### src/rtl/tfsm_pkg.sv
// Package for the table-driven state machine engine.
// Holds sizes, item structs, the table entry layout, codes and controller states.
// No dependencies.
package tfsm_pkg;

  localparam int MAX_ENTRIES = 16;
  localparam int STATE_WIDTH = 8;
  localparam int TIME_WIDTH  = 32;
  localparam int IDX_W       = (MAX_ENTRIES > 1) ? $clog2(MAX_ENTRIES) : 1;
  localparam int CNT_W       = $clog2(MAX_ENTRIES + 1);
  localparam int CFG_AW      = 2;
  localparam int CFG_DW      = 8;

  typedef logic [STATE_WIDTH-1:0] state_t;
  typedef logic [TIME_WIDTH-1:0]  tstamp_t;

  localparam logic OP_TICK = 1'b0;
  localparam logic OP_LOAD = 1'b1;

  localparam logic [1:0] CAUSE_NONE     = 2'd0;
  localparam logic [1:0] CAUSE_NO_MATCH = 2'd1;
  localparam logic [1:0] CAUSE_TIMEOUT  = 2'd2;

  localparam logic [CFG_AW-1:0] REG_INITIAL_STATE = 2'd0;
  localparam logic [CFG_AW-1:0] REG_FAIL_STATE    = 2'd1;
  localparam logic [CFG_AW-1:0] REG_ENTRY_COUNT   = 2'd2;

  typedef struct packed {
    logic        opcode;
    logic [7:0]  handler_code;
    logic [31:0] time_now_ms;
    logic [3:0]  slot;
    logic [7:0]  slot_from_state;
    logic [7:0]  slot_code;
    logic [7:0]  slot_to_state;
    logic [31:0] slot_timeout_ms;
  } in_item_t;

  typedef struct packed {
    logic [7:0] state_after;
    logic       initial_entered;
    logic       changed;
    logic [7:0] left_state;
    logic [1:0] fail_cause;
  } out_item_t;

  typedef struct packed {
    state_t     from_state;
    logic [7:0] code;
    state_t     to_state;
    tstamp_t    timeout;
  } tbl_entry_t;

  typedef enum logic [1:0] {
    ST_IDLE,
    ST_PREP,
    ST_SCAN,
    ST_DECIDE
  } ctl_state_t;

  typedef struct packed {
    logic load_go;
    logic tick_go;
    logic prep;
    logic scan;
    logic decide;
  } ctl_cmd_t;

  typedef struct packed {
    logic scan_done;
  } dp_status_t;

endpackage

### src/rtl/tfsm_ram.sv
// Generic single-write, single-read RAM with registered read data.
// No dependencies.
module tfsm_ram #(
  parameter int WIDTH = 8,
  parameter int DEPTH = 16
) (
  input  logic                                       clk,
  input  logic                                       we,
  input  logic [((DEPTH > 1) ? $clog2(DEPTH) : 1)-1:0] waddr,
  input  logic [WIDTH-1:0]                           wdata,
  input  logic [((DEPTH > 1) ? $clog2(DEPTH) : 1)-1:0] raddr,
  output logic [WIDTH-1:0]                           rdata
);

  logic [WIDTH-1:0] mem [DEPTH];

  always_ff @(posedge clk) begin
    if (we) begin
      mem[waddr] <= wdata;
    end
    rdata <= mem[raddr];
  end

endmodule

### src/rtl/tfsm_ctrl.sv
// Controller of the state machine engine: sequences accept, prepare, scan, decide.
// Depends on tfsm_pkg.
module tfsm_ctrl (
  input  logic                  clk,
  input  logic                  rst_n,
  input  logic                  start,
  input  logic                  opcode,
  input  tfsm_pkg::dp_status_t  status,
  output logic                  busy,
  output tfsm_pkg::ctl_cmd_t    cmd
);
  import tfsm_pkg::*;

  ctl_state_t state_r, state_nxt;

  always_ff @(posedge clk) begin
    if (!rst_n) begin
      state_r <= ST_IDLE;
    end else begin
      state_r <= state_nxt;
    end
  end

  always_comb begin
    state_nxt = state_r;
    unique case (state_r)
      ST_IDLE: begin
        if (start && opcode == OP_TICK) state_nxt = ST_PREP;
      end
      ST_PREP:   state_nxt = ST_SCAN;
      ST_SCAN: begin
        if (status.scan_done) state_nxt = ST_DECIDE;
      end
      ST_DECIDE: state_nxt = ST_IDLE;
      default:   state_nxt = ST_IDLE;
    endcase
  end

  always_comb begin
    busy        = (state_r != ST_IDLE);
    cmd         = '0;
    cmd.load_go = (state_r == ST_IDLE) && start && (opcode == OP_LOAD);
    cmd.tick_go = (state_r == ST_IDLE) && start && (opcode == OP_TICK);
    cmd.prep    = (state_r == ST_PREP);
    cmd.scan    = (state_r == ST_SCAN);
    cmd.decide  = (state_r == ST_DECIDE);
  end

endmodule

### src/rtl/tfsm_dp.sv
// Datapath of the state machine engine: config registers, transition table,
// scan comparators, state and entry time, result register.
// Depends on tfsm_pkg and tfsm_ram.
module tfsm_dp (
  input  logic                           clk,
  input  logic                           rst_n,
  input  tfsm_pkg::in_item_t             in_item,
  input  tfsm_pkg::ctl_cmd_t             cmd,
  output tfsm_pkg::dp_status_t           status,
  input  logic                           cfg_we,
  input  logic [tfsm_pkg::CFG_AW-1:0]    cfg_addr,
  input  logic [tfsm_pkg::CFG_DW-1:0]    cfg_wdata,
  output logic                           out_valid,
  output tfsm_pkg::out_item_t            out_item
);
  import tfsm_pkg::*;

  // configuration
  state_t      init_state_r;
  state_t      fail_state_r;
  logic [4:0]  entry_count_r;

  // machine state
  state_t      cur_state_r;
  tstamp_t     entry_time_r;
  logic        started_r;

  // per-tick working registers
  logic [7:0]  code_r;
  tstamp_t     now_r;
  tstamp_t     elapsed_r;
  logic        init_flag_r;
  logic [CNT_W-1:0] limit_r;
  logic [CNT_W-1:0] addr_r;
  logic        rd_vld_r;
  logic        found_r;
  state_t      to_r;
  logic        tmo_hit_r;

  logic        out_valid_r;
  out_item_t   out_item_r;

  tbl_entry_t  wr_entry;
  tbl_entry_t  rd_entry;
  logic        tbl_we;
  logic        issue;
  logic        from_hit;

  state_t      dec_next;
  logic [1:0]  dec_cause;
  out_item_t   res_item;

  assign wr_entry.from_state = STATE_WIDTH'(in_item.slot_from_state);
  assign wr_entry.code       = in_item.slot_code;
  assign wr_entry.to_state   = STATE_WIDTH'(in_item.slot_to_state);
  assign wr_entry.timeout    = TIME_WIDTH'(in_item.slot_timeout_ms);
  assign tbl_we = cmd.load_go && (32'(in_item.slot) < MAX_ENTRIES);

  tfsm_ram #(
    .WIDTH ($bits(tbl_entry_t)),
    .DEPTH (MAX_ENTRIES)
  ) u_tbl (
    .clk   (clk),
    .we    (tbl_we),
    .waddr (IDX_W'(in_item.slot)),
    .wdata (wr_entry),
    .raddr (addr_r[IDX_W-1:0]),
    .rdata (rd_entry)
  );

  assign issue    = cmd.scan && (addr_r < limit_r);
  assign from_hit = (rd_entry.from_state == cur_state_r);
  assign status.scan_done = !(addr_r < limit_r) && !rd_vld_r;

  // pick the next state once the scan is over
  always_comb begin
    if (!found_r) begin
      dec_next  = fail_state_r;
      dec_cause = CAUSE_NO_MATCH;
    end else if (to_r == cur_state_r && tmo_hit_r) begin
      dec_next  = fail_state_r;
      dec_cause = CAUSE_TIMEOUT;
    end else begin
      dec_next  = to_r;
      dec_cause = CAUSE_NONE;
    end
  end

  always_comb begin
    res_item = '0;
    if (cmd.decide) begin
      res_item.state_after     = 8'(dec_next);
      res_item.initial_entered = init_flag_r;
      res_item.changed         = (dec_next != cur_state_r);
      res_item.left_state      = (dec_next != cur_state_r) ? 8'(cur_state_r) : 8'd0;
      res_item.fail_cause      = dec_cause;
    end else begin
      res_item.state_after     = 8'(cur_state_r);
    end
  end

  always_ff @(posedge clk) begin
    if (!rst_n) begin
      init_state_r  <= '0;
      fail_state_r  <= '0;
      entry_count_r <= 5'd1;
    end else if (cfg_we) begin
      unique case (cfg_addr)
        REG_INITIAL_STATE: init_state_r  <= STATE_WIDTH'(cfg_wdata);
        REG_FAIL_STATE:    fail_state_r  <= STATE_WIDTH'(cfg_wdata);
        REG_ENTRY_COUNT:   entry_count_r <= cfg_wdata[4:0];
        default: ;
      endcase
    end
  end

  always_ff @(posedge clk) begin
    if (!rst_n) begin
      cur_state_r  <= '0;
      entry_time_r <= '0;
      started_r    <= 1'b0;
      rd_vld_r     <= 1'b0;
      out_valid_r  <= 1'b0;
    end else begin
      out_valid_r <= cmd.load_go || cmd.decide;
      rd_vld_r    <= issue;

      if (cmd.load_go || cmd.decide) begin
        out_item_r <= res_item;
      end

      if (cmd.tick_go) begin
        code_r      <= in_item.handler_code;
        now_r       <= TIME_WIDTH'(in_item.time_now_ms);
        init_flag_r <= !started_r;
        found_r     <= 1'b0;
        tmo_hit_r   <= 1'b0;
        addr_r      <= '0;
        if (!started_r) begin
          started_r    <= 1'b1;
          cur_state_r  <= init_state_r;
          entry_time_r <= TIME_WIDTH'(in_item.time_now_ms);
        end
      end

      if (cmd.prep) begin
        elapsed_r <= now_r - entry_time_r;
        limit_r   <= (32'(entry_count_r) > MAX_ENTRIES) ? CNT_W'(MAX_ENTRIES)
                                                         : CNT_W'(entry_count_r);
      end

      if (issue) begin
        addr_r <= addr_r + 1'b1;
      end

      // evaluate the entry read in the previous cycle
      if (cmd.scan && rd_vld_r) begin
        if (!found_r && from_hit && rd_entry.code == code_r) begin
          found_r <= 1'b1;
          to_r    <= rd_entry.to_state;
        end
        if (from_hit && rd_entry.timeout != '0 && elapsed_r >= rd_entry.timeout) begin
          tmo_hit_r <= 1'b1;
        end
      end

      if (cmd.decide && dec_next != cur_state_r) begin
        cur_state_r  <= dec_next;
        entry_time_r <= now_r;
      end
    end
  end

  assign out_valid = out_valid_r;
  assign out_item  = out_item_r;

endmodule

### src/rtl/table_fsm_with_state_timeout.sv
// Table-driven state machine engine with self-loop timeout.
// Load item: strobe the cycle after accept; busy stays low; one load per idle cycle.
// Tick item: busy while the scan reads N = min(entry_count, 16) entries, one a cycle;
// result strobe in the first idle cycle; no new item is taken until busy falls.
// Synchronous active-low reset clears config to defaults, state to 0, not started.
// Depends on tfsm_pkg, tfsm_ctrl, tfsm_dp, tfsm_ram.
module table_fsm_with_state_timeout (
  input  logic                           clk,
  input  logic                           rst_n,
  input  logic                           start,
  output logic                           busy,
  input  tfsm_pkg::in_item_t             in_item,
  output logic                           out_valid,
  output tfsm_pkg::out_item_t            out_item,
  input  logic                           cfg_we,
  input  logic [tfsm_pkg::CFG_AW-1:0]    cfg_addr,
  input  logic [tfsm_pkg::CFG_DW-1:0]    cfg_wdata
);
  import tfsm_pkg::*;

  ctl_cmd_t   cmd;
  dp_status_t status;

  tfsm_ctrl u_ctrl (
    .clk    (clk),
    .rst_n  (rst_n),
    .start  (start),
    .opcode (in_item.opcode),
    .status (status),
    .busy   (busy),
    .cmd    (cmd)
  );

  tfsm_dp u_dp (
    .clk       (clk),
    .rst_n     (rst_n),
    .in_item   (in_item),
    .cmd       (cmd),
    .status    (status),
    .cfg_we    (cfg_we),
    .cfg_addr  (cfg_addr),
    .cfg_wdata (cfg_wdata),
    .out_valid (out_valid),
    .out_item  (out_item)
  );

endmodule

### config.mk
export PLATFORM = sky130hd
export DESIGN_NAME = table_fsm_with_state_timeout
export DESIGN_NICKNAME = d
export VERILOG_FILES = /design/src/rtl/tfsm_pkg.sv /design/src/rtl/tfsm_ram.sv /design/src/rtl/tfsm_ctrl.sv /design/src/rtl/tfsm_dp.sv /design/src/rtl/table_fsm_with_state_timeout.sv
export SDC_FILE = /design/constraint.sdc
export NUM_CORES = 1
export LEC_CHECK = 0
export BUFFER_PORTS_ARGS = -buffer_cell sky130_fd_sc_hd__buf_2
export CAP_MARGIN = 20
export CORE_MARGIN = 4
export CORE_UTILIZATION = 56
export CTS_CLUSTER_DIAMETER = 40
export DETAILED_ROUTE_END_ITERATION = 10
export PLACE_DENSITY = 0.73
export SYNTH_ARGS = -nofsm -noshare
export SYNTH_HDL_FRONTEND = slang
export SYNTH_SLANG_ARGS = --single-unit
### constraint.sdc
create_clock -name clk -period 7.8 [get_ports clk]
set_input_delay 0.39 -clock clk [delete_from_list [all_inputs] [get_ports clk]]
set_output_delay 0.39 -clock clk [all_outputs]
set_load 0.02 [all_outputs]
Word-level counts from Yosys, hierarchy flattened
Memory sizes are Yosys's and may differ from the RTL's. A register that Yosys moved wholly into a read port is not among the register bits.
Index checks and enable logic that the tools add are counted.
Word-level totals
  register bits: 179
  RAM bits: 896
  word-level logic and storage cells: 103
  memories kept: 1
Memory list
  u_dp.u_tbl.mem: words 16, width 56, read ports 1, clocked after memory_dff 1, wr ports 1, line tfsm_ram.sv:15  | logic [WIDTH-1:0] mem [DEPTH];
Cells by class
  $add $sub $neg: 2
  magnitude comparators: 3
  eq/ne operators: 12
  muxes and demuxes: 24
  bitwise gates (word level): 1
  reductions and logical operators: 36
Operator list (number)
  $mux 32: 3
  $mux 8: 6
  $ge 32x32->1: 1
  $reduce_bool 32->1: 1
  $sub 32x32->32: 1
  $eq 8x8->1: 3
  $reduce_and 2->1: 11
  $logic_and 1x1->1: 13
  $mux 5: 2
  $mux 1: 9
  $ne 8x8->1: 1
  $pmux 2 s4: 1
  $eq 2x2->1 const B: 3
  $mux 2: 3
  $reduce_bool 2->1: 3
  $add 5x1->5 const B: 1
  $gt 5x5->1 const B: 1
  $lt 5x5->1: 1
  $eq 2x1->1 const B: 2
  $logic_not 1->1: 4
  $logic_not 2->1: 2
  $ne 2x2->1 const B: 2
  $reduce_and 3->1: 1
  $ne 2x1->1 const B: 1
  other kinds (2): 2

Depth between registers and ports, before layout
Gate-level depths: netlist of the first run.
  depth in word-level cells: 8
  gate-level depth with buffers: 12

Cells and area by module
Synthesis of the first run repeated with hierarchy kept, for this count alone.
Unflattened totals
  cell total of the unflattened synthesis: 2360
  area, all modules: 44107.3 µm²
By module, submodules not included
  tfsm_ram: instances 1, cells each 1445, area each 34678.3 µm²
  tfsm_dp: instances 1, cells each 894, area each 9238.9 µm²
  tfsm_ctrl: instances 1, cells each 21, area each 190.2 µm²

Worst setup path after synthesis of the first run
Ideal clock, no wire load.
  path kind: register -> register
  start point: reg u_ctrl.state_r[0]
  end point: mem u_dp.u_tbl.mem[0][0] in the netlist's numbering (enable)
  setup time: 0.539 ns
  arrival: 5.103 ns
  data required time: 7.261 ns
  setup slack: 2.157 ns
  stages on the path, launching flop included: 6
  buffers on the path: 0
  clock period less this slack: 5.643 ns
  path through: dfxtp_1 -> inv_1 -> ha_1 -> and3_1 -> or3b_2 -> nor3_1
Between the ends
  word-level cells in the longest chain between the ends: 5
Ends and longest elaborated chain
  start: declaration: line tfsm_ctrl.sv:14  | ctl_state_t state_r, state_nxt;
  start signal: assignment: line tfsm_ctrl.sv:20  | state_r <= state_nxt;
  $logic_not 2->1: line tfsm_ctrl.sv:42  | cmd.load_go = (state_r == ST_IDLE) && start && (opcode == OP_LOAD);
  $logic_and 1x1->1 (2 in a row): line tfsm_ctrl.sv:42
  $mux 1: line tfsm_ram.sv:18  | if (we) begin
  $mux 1 (implied by the code): line tfsm_ram.sv:19  | mem[waddr] <= wdata;
  end: declaration: line tfsm_ram.sv:15
No other way between the ends.

Worst setup path after layout of the first run
  start point: reg u_dp.cur_state_r[4]
  end point: reg u_dp.out_item_r (netlist bit u_dp.out_item[8]) (data pin)
Between the ends
  word-level cells in the longest chain between the ends: 6
Ends and longest elaborated chain
  start: declaration: line tfsm_dp.sv:24  | state_t cur_state_r;
  start signal: assignment: line tfsm_dp.sv:141  | cur_state_r <= init_state_r;
  start signal: assignment: line tfsm_dp.sv:168  | cur_state_r <= dec_next;
  $eq 8x8->1: line tfsm_dp.sv:80  | end else if (to_r == cur_state_r && tmo_hit_r) begin
  $logic_and 1x1->1: line tfsm_dp.sv:80
  $mux 8: line tfsm_dp.sv:80
  $mux 8: line tfsm_dp.sv:77  | if (!found_r) begin
  $ne 8x8->1 *: line tfsm_dp.sv:95  | res_item.left_state = (dec_next != cur_state_r) ? 8'(cur_state_r) : 8'd0;
  $reduce_and 2->1 (no source line) *
  end signal: assignment: line tfsm_dp.sv:129  | out_item_r <= res_item;
  end: declaration: line tfsm_dp.sv:41  | out_item_t out_item_r;
Every way passes the cells marked *; elsewhere a longest branch is shown, timed or not.
A chain may end at the register's enable or synchronous reset.

==> impl_metrics.py, run 1 <==
metrics = {
    "layout": {
        "stdcell_count": 3672,
        "final_cell_mix": "edfxtp_1 (1009), mux4_2 (280), clkbuf_16 (141)",
        "syn2layout_area_growth_pct": 15.9,
        "stdcell_area_um2": 51600,
        "layout-drive-gt1-share_pct": 28.3,
        "final_common_cell": "edfxtp_1",
        "nets": 2689,
    },
    "floorplanning": {
        "die-area_um2": 84200,
        "start_util_pct": 56.5,
        "die_width_um": 290,
        "chipHeight_um": 290,
        "ios": 137,
        "core_area_um2": 78900,
        "rows": 103,
    },
    "sta": {
        "tightest_slew_ps": 1020,
        "fmax_ghz": 0.294,
        "rsz0062_at_grt": "false",
        "setup_viol": 0,
        "setup_tns_ps": 0,
        "finClkSkew_ps": 22.4,
        "hold_viol_final": 0,
        "min_period_over_period_pct": 43.6,
        "timing.hold.ws_ps": 52.4,
        "fin_crit_ps": 3400,
        "slew_headroom_pct": 29.9,
        "final_max_slew_viol_count": 0,
    },
    "global_route": {
        "grtUsageMet3_pct": 5.72,
        "overflow": 0,
        "grt_pass1_vias": 23300,
        "grt_pass1_wl_um": 148000,
        "grt.total_usage_pct": 23.4,
        "antenna_found_initial": 17,
        "grt_use_met2_pct": 38.4,
        "grt_max_degree": 161,
        "gr-usage-met1_pct": 31.5,
        "top_usage_layer": "met2",
    },
    "placement": {
        "gp_congestion": 0.819,
        "io_buffers": 136,
        "dp_hpwl_um": 53400,
        "placed_area_um2": 46600,
        "place_inst": 3364,
    },
    "logic_synthesis": {
        "ys_types": 62,
        "netlist_instances": 2239,
        "yosys_warnings": 0,
        "yosysSeqAreaShare_pct": 73.5,
        "synth_area_um2": 44600,
        "synthFlopType": "edfxtp_1",
        "synth-edff-count": 1009,
        "synth_fp_nets": 2427,
        "async_flop_share_pct": 0,
        "avgSynthCellArea_um2": 19.9,
        "synth_seq_cells": 1131,
    },
    "worst_setup_path": {
        "cpPeakStageDelay_ps": 690,
        "cp-start-kind": "flop",
        "crit_chain": "xor2_1 > nor3_2 > nand4_2 > o21a_1 > o221ai_2 > o31ai_4 > buf_4 > inv_2 > and2_1",
        "worstPathRequired_ps": 8240,
        "critPathLaunch": "u_dp.cur_state_r[4]",
        "r2r_start": "u_dp.cur_state_r[4]",
        "path_delay_family": "buffers and inverters",
        "critPathSlowestCell": "buf_4",
        "endpoint_kind": "flop",
        "cp_max_fo": 76,
        "cp_num_buf_inv": 2,
        "worstPathArrival_ps": 3840,
        "crit_type": "flop to flop",
    },
    "clock_tree": {
        "htree_levels": 4,
        "post_cts_buffers": 0,
        "insertion_delay_ps": 710,
        "cts_tree": "built",
        "cts-root-buf": "clkbuf_16",
        "cts_buffer_depth": 3,
        "cts-resized-gates": 0,
        "cts_sinks": 1131,
        "clk_pin_slew_ps": 50,
        "cts_buffers": 135,
    },
    "min_path": {
        "holdCritStartpoint": "rst_n",
        "hold_path_class": "primary input to flop",
    },
    "routing": {
        "ant_nets": 0,
        "drt-vias-per-instance": 6.06,
        "routed_wl_um": 97700,
        "firstDrtPassIters": 5,
        "vias": 22200,
        "drc_errors": 0,
        "wl_per_cell_um": 26.6,
        "first_iter_violations": 2168,
    },
    "outcome": {
        "status": "completed",
    },
    "pwr": {
        "powerDensity_nw_per_um2": 290,
        "power_mw": 15.0,
        "ir_drop_v": 0.000191,
        "cellLeakagePower_nw": 17.3,
    },
    "job": {
        "maxCapViolCount": 0,
    },
}
flip-flops by register name, indices dropped and copies added, names as in the netlist, 8 cells and up:
signal             flops
u_dp.u_tbl.mem       896
u_dp.u_tbl.rdata      56
u_dp.elapsed_r        32
u_dp.entry_time_r     32
u_dp.now_r            32
u_dp.out_item         20
u_dp.code_r            8
u_dp.cur_state_r       8
u_dp.fail_state_r      8
u_dp.init_state_r      8
u_dp.to_r              8
worst paths after layout:
check | to | slack, ps | cells past startpoint
setup / recovery | u_dp.out_item[8] | 4400 | 9
hold / removal | u_dp.found_r | 50 | 1
setup reg to reg | u_dp.out_item[8] | 4400 | 9
hold reg to reg | u_dp.to_r[6] | 400 | 0
cell families (layout without fill, tap and decap cells):
logic type | after synthesis | after routing | synth area share, %
AO/OA/AOI/OAI | 181 | 181 | 3.11
XOR/XNOR | 61 | 61 | 1.20
adder cells (fa/ha/maj) | 73 | 73 | 2.07
buffers and inverters | 189 | 565 | 1.72
flip-flops | 1131 | 1131 | 73.5
multiplexers | 347 | 347 | 15.7
other | 0 | 7 | 0
AND/OR/NAND/NOR | 257 | 257 | 2.79
cell type report:
class | count | area, um^2
Antenna cell | 7 | 17.5
Inverter | 87 | 327
Tap cell | 1050 | 1310
Clock buffer | 165 | 3680
Timing Repair Buffer | 227 | 1500
Sequential cell | 1131 | 32700
Fill cell | 5094 | 27200
Clock inverter | 86 | 890
Multi-Input combinational cell | 919 | 11200
per-layer routing:
layer | wire length, um | vias up
li1 | - | 9611
met1 | 38700 | 11600
met2 | 48900 | 857
met3 | 7380 | 203
met4 | 2590 | 16
met5 | 102 | -
stage by stage:
step / utilization [%] / worst slack (ps)
floorplan: - / 2160
global placement: 59.0 / 4410
detailed placement: 59.0 / 4320
CTS: 65.5 / 4320
global route: 65.5 / 4100
finish: 65.5 / 4400
what timing repair did:
item	in CTS	in global routing
endpoints found under the setup margin	0	0
endpoints found under the hold margin	61	0
hold buffers	49	0
cells in the mapped netlist (3+ instances only):
cell type	number	area, um^2
a21boi_0	3	22.5
inv_1	85	319
clkbuf_1	62	233
o21ai_0	23	115
dfxtp_1	122	2440
mux2i_1	67	671
ha_1	72	901
a21o_1	21	158
nand2b_1	13	81.3
a2111oi_0	3	26.3
nand4_1	11	68.8
and3_1	4	25.0
buf_1	18	67.6
edfxtp_1	1009	30300
o211a_1	3	30.0
mux4_2	280	6310
buf_6	3	33.8
xnor2_1	37	324
o211ai_1	8	60.1
a21oi_1	43	215
or3_1	4	25.0
buf_2	14	70.1
a31oi_1	5	31.3
nor3_1	10	50.1
o21a_1	10	75.1
nor4_1	12	75.1
xor2_1	24	210
a211oi_1	15	113
nand2_1	37	139
nor2_1	111	417
nand3_1	13	65.1
a211oi_2	31	388
buf_4	4	30.0
and2_1	12	75.1
nor2b_1	14	87.6
nand3b_1	5	37.5
report_power, final:
part           internal [mW]  total, mW  switching, mW
Combinational          0.744       1.63          0.890
Sequential              6.89       7.07          0.180
Clock                   3.80       6.28           2.48
Total                   11.4       15.0           3.55
(Power assumes the default switching activity.)
==> run 2, diff against run 1 <==
--- a/config.mk
+++ b/config.mk
@@ -11,7 +11,7 @@
 export CORE_UTILIZATION = 56
 export CTS_CLUSTER_DIAMETER = 40
 export DETAILED_ROUTE_END_ITERATION = 10
-export PLACE_DENSITY = 0.73
+export PLACE_DENSITY = 0.76
 export SYNTH_ARGS = -nofsm -noshare
 export SYNTH_HDL_FRONTEND = slang
 export SYNTH_SLANG_ARGS = --single-unit
==> constraint.sdc (replaced) <==
create_clock -name clk -period 3 [get_ports clk]
set_input_delay 0.15 -clock clk [delete_from_list [all_inputs] [get_ports clk]]
set_output_delay 0.15 -clock clk [all_outputs]
set_load 0.02 [all_outputs]
==> run 2 against run 1 <==
Compared with the run above: largest cell class unchanged; via count up 4.9%; total power rose to 2.6 times the previous value; highest routed layer unchanged; largest power group unchanged; combinational power rose to 2.9 times the previous value; final area up 2.6%; clock power rose to 2.5 times the previous value; core utilization up 1.7 points; sequential share of layout area down 1.6 points.
==> impl_metrics.py, run 2 (synthesized netlist as in run 1, its figures left out) <==
metrics = {
    "worst_setup_path": {
        "cpPeakStageDelay_ps": 410,
        "worstPathArrival_ps": 3260,
        "endpoint_kind": "flop",
        "cp_max_fo": 5,
        "critPathSlowestCell": "fa_1",
        "path_delay_family": "compound AO/OA/AOI/OAI gates",
        "worstPathRequired_ps": 3420,
        "r2r_start": "u_dp.now_r[0]",
        "cp_num_buf_inv": 1,
        "rr_endpoint": "u_dp.elapsed_r[28]",
        "crit_cells": 11,
        "cp-start-kind": "flop",
        "crit_type": "flop to flop",
        "rrSetupSlack_ps": 160,
        "critPathLaunch": "u_dp.now_r[0]",
        "crit_chain": "inv_1 > ha_1 > fa_1 > nor2b_1 > o211ai_1 > a211oi_2 > o211ai_1 > a31oi_2 > a31oi_2 > nand3_1 > o311ai_2",
        "cp-endpoint": "u_dp.elapsed_r[28]",
        "reg2regPathDepth": 11,
    },
    "layout": {
        "regMostFlops": "u_dp.u_tbl.mem",
        "final_common_cell": "edfxtp_1",
        "fillers": 4800,
        "syn2layout_area_growth_pct": 18.9,
        "final_util_pct": 67.2,
        "nets": 2788,
        "largest_reg_flops": 896,
        "final_cell_mix": "edfxtp_1 (1009), mux4_2 (280), clkbuf_16 (141)",
        "layout-drive-gt1-share_pct": 28.7,
        "area.sequential_um2": 32700,
        "stdcell_area_um2": 53000,
        "top_regs": "u_dp.u_tbl.mem x896, u_dp.u_tbl.rdata x56",
        "multi_input_area_um2": 11300,
    },
    "outcome": {
        "status": "completed",
    },
    "pwr": {
        "pwr-share-comb_pct": 11.9,
        "seq_power_share_pct": 46.9,
        "powerDensity_nw_per_um2": 736,
        "internal-power_mw": 29.6,
        "cellLeakagePower_nw": 17.8,
        "ir_drop_v": 0.000462,
        "power_mw": 39.0,
        "netSwitchingPower_mw": 9.43,
        "pwr-share-clk_pct": 41.1,
        "p_sw_share_pct": 24.2,
    },
    "sta": {
        "hold_viol_final": 0,
        "fin_crit_ps": 2840,
        "fmax_ghz": 0.352,
        "slew_headroom_pct": 35.4,
        "finClkSkew_ps": 29.3,
        "timing.hold.ws_ps": 62.5,
        "rsz0062_at_grt": "false",
        "tightest_slew_ps": 969,
        "setup_viol": 0,
        "setup_tns_ps": 0,
        "min_period_over_period_pct": 94.6,
        "final_max_slew_viol_count": 0,
    },
    "job": {
        "maxCapViolCount": 0,
    },
    "min_path": {
        "hold_path_class": "primary input to flop",
        "holdCritStartpoint": "in_item[59]",
    },
    "floorplanning": {
        "die-area_um2": 84200,
        "rows": 103,
        "ios": 137,
        "core_area_um2": 78900,
        "chipHeight_um": 290,
        "start_util_pct": 56.5,
        "die_width_um": 290,
    },
    "clock_tree": {
        "insertion_delay_ps": 730,
        "cts_buffers": 132,
        "clk_pin_slew_ps": 60,
        "cts-root-buf": "clkbuf_16",
        "cts_sinks": 1131,
        "post_cts_buffers": 0,
        "cts_tree": "built",
        "htree_levels": 4,
        "cts_buffer_depth": 3,
    },
    "global_route": {
        "grt_max_degree": 70,
        "grt.total_usage_pct": 25.2,
        "overflow": 0,
        "grt_pass1_wl_um": 158000,
        "grt_pass1_vias": 24500,
        "antenna_found_initial": 7,
    },
    "placement": {
        "dp_hpwl_um": 55600,
        "gp_congestion": 0.855,
        "io_buffers": 136,
        "placed_area_um2": 47400,
    },
    "routing": {
        "drc_errors": 0,
        "ant_nets": 0,
        "firstDrtPassIters": 6,
        "drt-vias-per-instance": 6.20,
        "wl_per_cell_um": 27.9,
        "first_iter_violations": 2652,
        "routed_wl_um": 105000,
        "vias": 23300,
    },
}
==> run 2: cell count changes in the layout (fill, tap and decap cells not counted), sizes merged <==
cell         before  now
buf             177  216
clkbuf          166  175
bufinv           12    8
inv             109  104
diode             7    5
dlygate4sd3      49  113
clkinvlp         13   14
clkinv           39   31
==> run 2: area by class of cell <==
cell class,count,share of cell area [%]
antenna,5,0.0236
sequential,1131,61.8
clock inverter,70,1.37
tap,1050,2.48
clock buffer,175,7.01
multi-input combinational,919,21.2
inverter,87,0.616
timing repair buffer,329,5.50
==> run 2: power by group through the flow <==
stage	registers [mW]	clock network, mW	logic [mW]
after floorplan	18.5	0	3.09
after global placement	18.6	0	4.30
after detailed placement	18.6	0	4.44
after CTS	18.3	16.2	4.66
after global routing	18.3	17.0	5.06
final	18.3	16.0	4.65
==> run 2: how the worst min path moves through the flow <==
stage,endpoint,cells after the start
floorplan,u_dp.entry_count_r[0],1
global route,u_dp.u_tbl.mem[1][32],3
detailed placement,u_dp.code_r[6],1
CTS,u_dp.entry_count_r[2],4
global placement,u_dp.code_r[4],1
finish,u_dp.u_tbl.mem[1][34],3
==> run 2: timing repair <==
| item | CTS | global route |
|---|---|---|
| endpoints found under the hold margin | 994 | 0 |
| hold buffers | 113 | 0 |
| setup endpoints to repair | 2 | 5 |
| cloned | 0 | 0 |
| resized for setup | 3 | 8 |
==> run 2: per-stage QoR <==
stage	cells	worst slack [ps]
after floorplan	2239	-761
after global placement	3403	-116
after detailed placement	3403	-216
after CTS	3761	28.9
after global routing	3763	2.52
final	3766	163
==> run 2: worst register-to-register path, cell delays in order, from the launching register on <==
cell and delay (ps):
edfxtp_1 360, inv_1 50, ha_1 210, fa_1 410
nor2b_1 180, o211ai_1 170, a211oi_2 250, o211ai_1 150
a31oi_2 280, a31oi_2 200, nand3_1 150, o311ai_2 120
==> run 2: metal layers <==
layer / track usage (%) / share of wire, % / up-vias
met3: 5.13 / 8.5 / 194
met2: 42.1 / 51 / 1246
met5: 0 / 0.014 / -
met4: 6.84 / 2.4 / 4
li1: - / - / 9808
met1: 34.2 / 38 / 12100
==> run 3, diff against run 2 <==
--- a/config.mk
+++ b/config.mk
@@ -5,13 +5,14 @@
 export SDC_FILE = /design/constraint.sdc
 export NUM_CORES = 1
 export LEC_CHECK = 0
-export BUFFER_PORTS_ARGS = -buffer_cell sky130_fd_sc_hd__buf_2
 export CAP_MARGIN = 20
 export CORE_MARGIN = 4
 export CORE_UTILIZATION = 56
+export CTS_BUF_LIST = sky130_fd_sc_hd__clkbuf_4 sky130_fd_sc_hd__clkbuf_8 sky130_fd_sc_hd__clkbuf_16
 export CTS_CLUSTER_DIAMETER = 40
 export DETAILED_ROUTE_END_ITERATION = 10
-export PLACE_DENSITY = 0.76
+export DONT_BUFFER_PORTS = 1
+export PLACE_DENSITY = 0.74
 export SYNTH_ARGS = -nofsm -noshare
 export SYNTH_HDL_FRONTEND = slang
 export SYNTH_SLANG_ARGS = --single-unit
==> run 3 against run 2 <==
Compared with the run above: clock power about the same; fmax decreased by 3.6%; clock-buffer cell count shrank 4; non-clock buffer count down 154; critical endpoint is now u_dp.u_tbl.mem[0][37].
==> impl_metrics.py, run 3 (synthesized netlist as in run 1, its figures left out) <==
metrics = {
    "outcome": {
        "status": "completed",
    },
    "floorplanning": {
        "rows": 103,
        "ios": 137,
        "core_area_um2": 78900,
        "start_util_pct": 56.5,
        "chipHeight_um": 290,
        "die-area_um2": 84200,
        "die_width_um": 290,
    },
    "min_path": {
        "holdCritStartpoint": "start",
        "whs_endpoint": "u_dp.started_r",
        "holdPathStages": 3,
        "hold_path_class": "primary input to flop",
    },
    "worst_setup_path": {
        "r2r_start": "u_ctrl.state_r[1]",
        "endpoint_kind": "flop",
        "rr_endpoint": "u_dp.u_tbl.mem[0][37]",
        "crit_type": "flop to flop",
        "rrSetupSlack_ps": 60,
        "worstPathArrival_ps": 3350,
        "reg2regPathDepth": 6,
        "cp_max_fo": 5,
        "worstPathRequired_ps": 3410,
        "cp-start-kind": "flop",
    },
    "clock_tree": {
        "cts_buffer_depth": 3,
        "cts_buffers": 132,
        "clk_pin_slew_ps": 60,
        "htree_levels": 4,
        "cts-root-buf": "clkbuf_16",
        "cts_tree": "built",
        "insertion_delay_ps": 730,
        "cts_sinks": 1131,
    },
    "global_route": {
        "grt_pass1_wl_um": 152000,
        "grt.total_usage_pct": 24.3,
        "grt_max_degree": 122,
        "overflow": 0,
        "antenna_found_initial": 11,
        "grt_pass1_vias": 23400,
    },
    "sta": {
        "tightest_slew_ps": 983,
        "fin_crit_ps": 2940,
        "final_max_slew_viol_count": 0,
        "finClkSkew_ps": 38.6,
        "hold_viol_final": 0,
        "rsz0062_at_grt": "false",
        "fmax_ghz": 0.340,
        "layout_setup_ws_ps": 58.2,
        "slew_headroom_pct": 34.4,
        "setup_viol": 0,
        "min_period_over_period_pct": 98.1,
        "setup_tns_ps": 0,
    },
    "layout": {
        "syn2layout_area_growth_pct": 16.9,
        "final_cell_mix": "edfxtp_1 (1009), mux4_2 (280), clkbuf_16 (136)",
        "fillers": 4970,
        "regMostFlops": "u_dp.u_tbl.mem",
        "final_util_pct": 66.1,
        "largest_reg_flops": 896,
        "layout-drive-gt1-share_pct": 24.8,
        "nets": 2634,
        "stdcell_count": 3611,
        "stdcell_area_um2": 52100,
        "top_regs": "u_dp.u_tbl.mem x896, u_dp.u_tbl.rdata x56",
        "final_common_cell": "edfxtp_1",
    },
    "placement": {
        "dp_hpwl_um": 52100,
        "io_buffers": 0,
        "gp_congestion": 0.847,
        "place_inst": 3244,
        "placed_area_um2": 46500,
        "place_ws_ps": -66.2,
    },
    "pwr": {
        "powerDensity_nw_per_um2": 741,
        "cellLeakagePower_nw": 17.2,
        "ir_drop_v": 0.000488,
    },
    "routing": {
        "wl_per_cell_um": 28.0,
        "vias": 22400,
        "drt-vias-per-instance": 6.21,
        "routed_wl_um": 101000,
        "ant_nets": 0,
        "first_iter_violations": 2380,
        "drc_errors": 0,
        "firstDrtPassIters": 5,
    },
    "job": {
        "maxCapViolCount": 0,
    },
}
## run 3: where the power goes
group / switching [mW] / internal (mW) / leakage [nW]
Sequential: 0.450 / 17.9 / 10.1
Clock: 6.36 / 9.41 / 2.17
Combinational: 2.44 / 2.05 / 4.88
Total: 9.25 / 29.4 / 17.2
## run 3: how the worst max path moves through the flow
stage	slack, ps	from	cells past startpoint	to
floorplan	-760	u_ctrl.state_r[1]	5	u_dp.u_tbl.mem[10][0]
global placement	140	u_dp.now_r[0]	10	u_dp.elapsed_r[30]
detailed placement	-70	u_dp.now_r[0]	10	u_dp.elapsed_r[28]
CTS	40	u_dp.now_r[0]	10	u_dp.elapsed_r[30]
global route	0.04	u_ctrl.state_r[1]	6	u_dp.u_tbl.mem[0][37]
finish	60	u_ctrl.state_r[1]	6	u_dp.u_tbl.mem[0][37]
## run 3: metal layers
metal  vias to the layer above  share of wire (%)  track usage, %
met1                     11700                 39            32.6
li1                       9495                  -               -
met5                         -              0.041               0
met2                      1048                 51            40.5
met4                         6                2.3            7.33
met3                       163                7.8            5.29
## run 3: what timing repair did
action / in CTS / in global routing
hold endpoints to repair: 1227 / 0
buffers inserted: 0 / 0
gates resized for setup: 1 / 7
endpoints found under the setup margin: 1 / 6
hold buffers: 118 / 0
## run 3: final cells by class
| type | count | area, um^2 | area share, % |
|---|---|---|---|
| diodes | 8 | 20.0 | 0.0384 |
| clock buffers | 171 | 3690 | 7.08 |
| clock inverters | 70 | 697 | 1.34 |
| inverters | 87 | 327 | 0.627 |
| multi-input cells | 919 | 11200 | 21.6 |
| flip-flops and latches | 1131 | 32700 | 62.8 |
| well taps | 1050 | 1310 | 2.52 |
| repair buffers | 175 | 2070 | 3.98 |
## run 3: worst max-delay path, stage by stage, from the launching register on
cell	delay [ps]
dfxtp_1	340
inv_1	90
ha_2	250
and3_4	240
or3b_4	460
nor3_4	550
dlygate4sd3_1	710
## run 3: stage by stage
stage | total power [mW] | hold slack (ps)
after floorplan | 21.5 | 212
after global placement | 22.6 | 218
after detailed placement | 22.8 | 227
after CTS | 38.9 | 4.89
after global routing | 40.0 | 32.9
final | 38.6 | 44.4
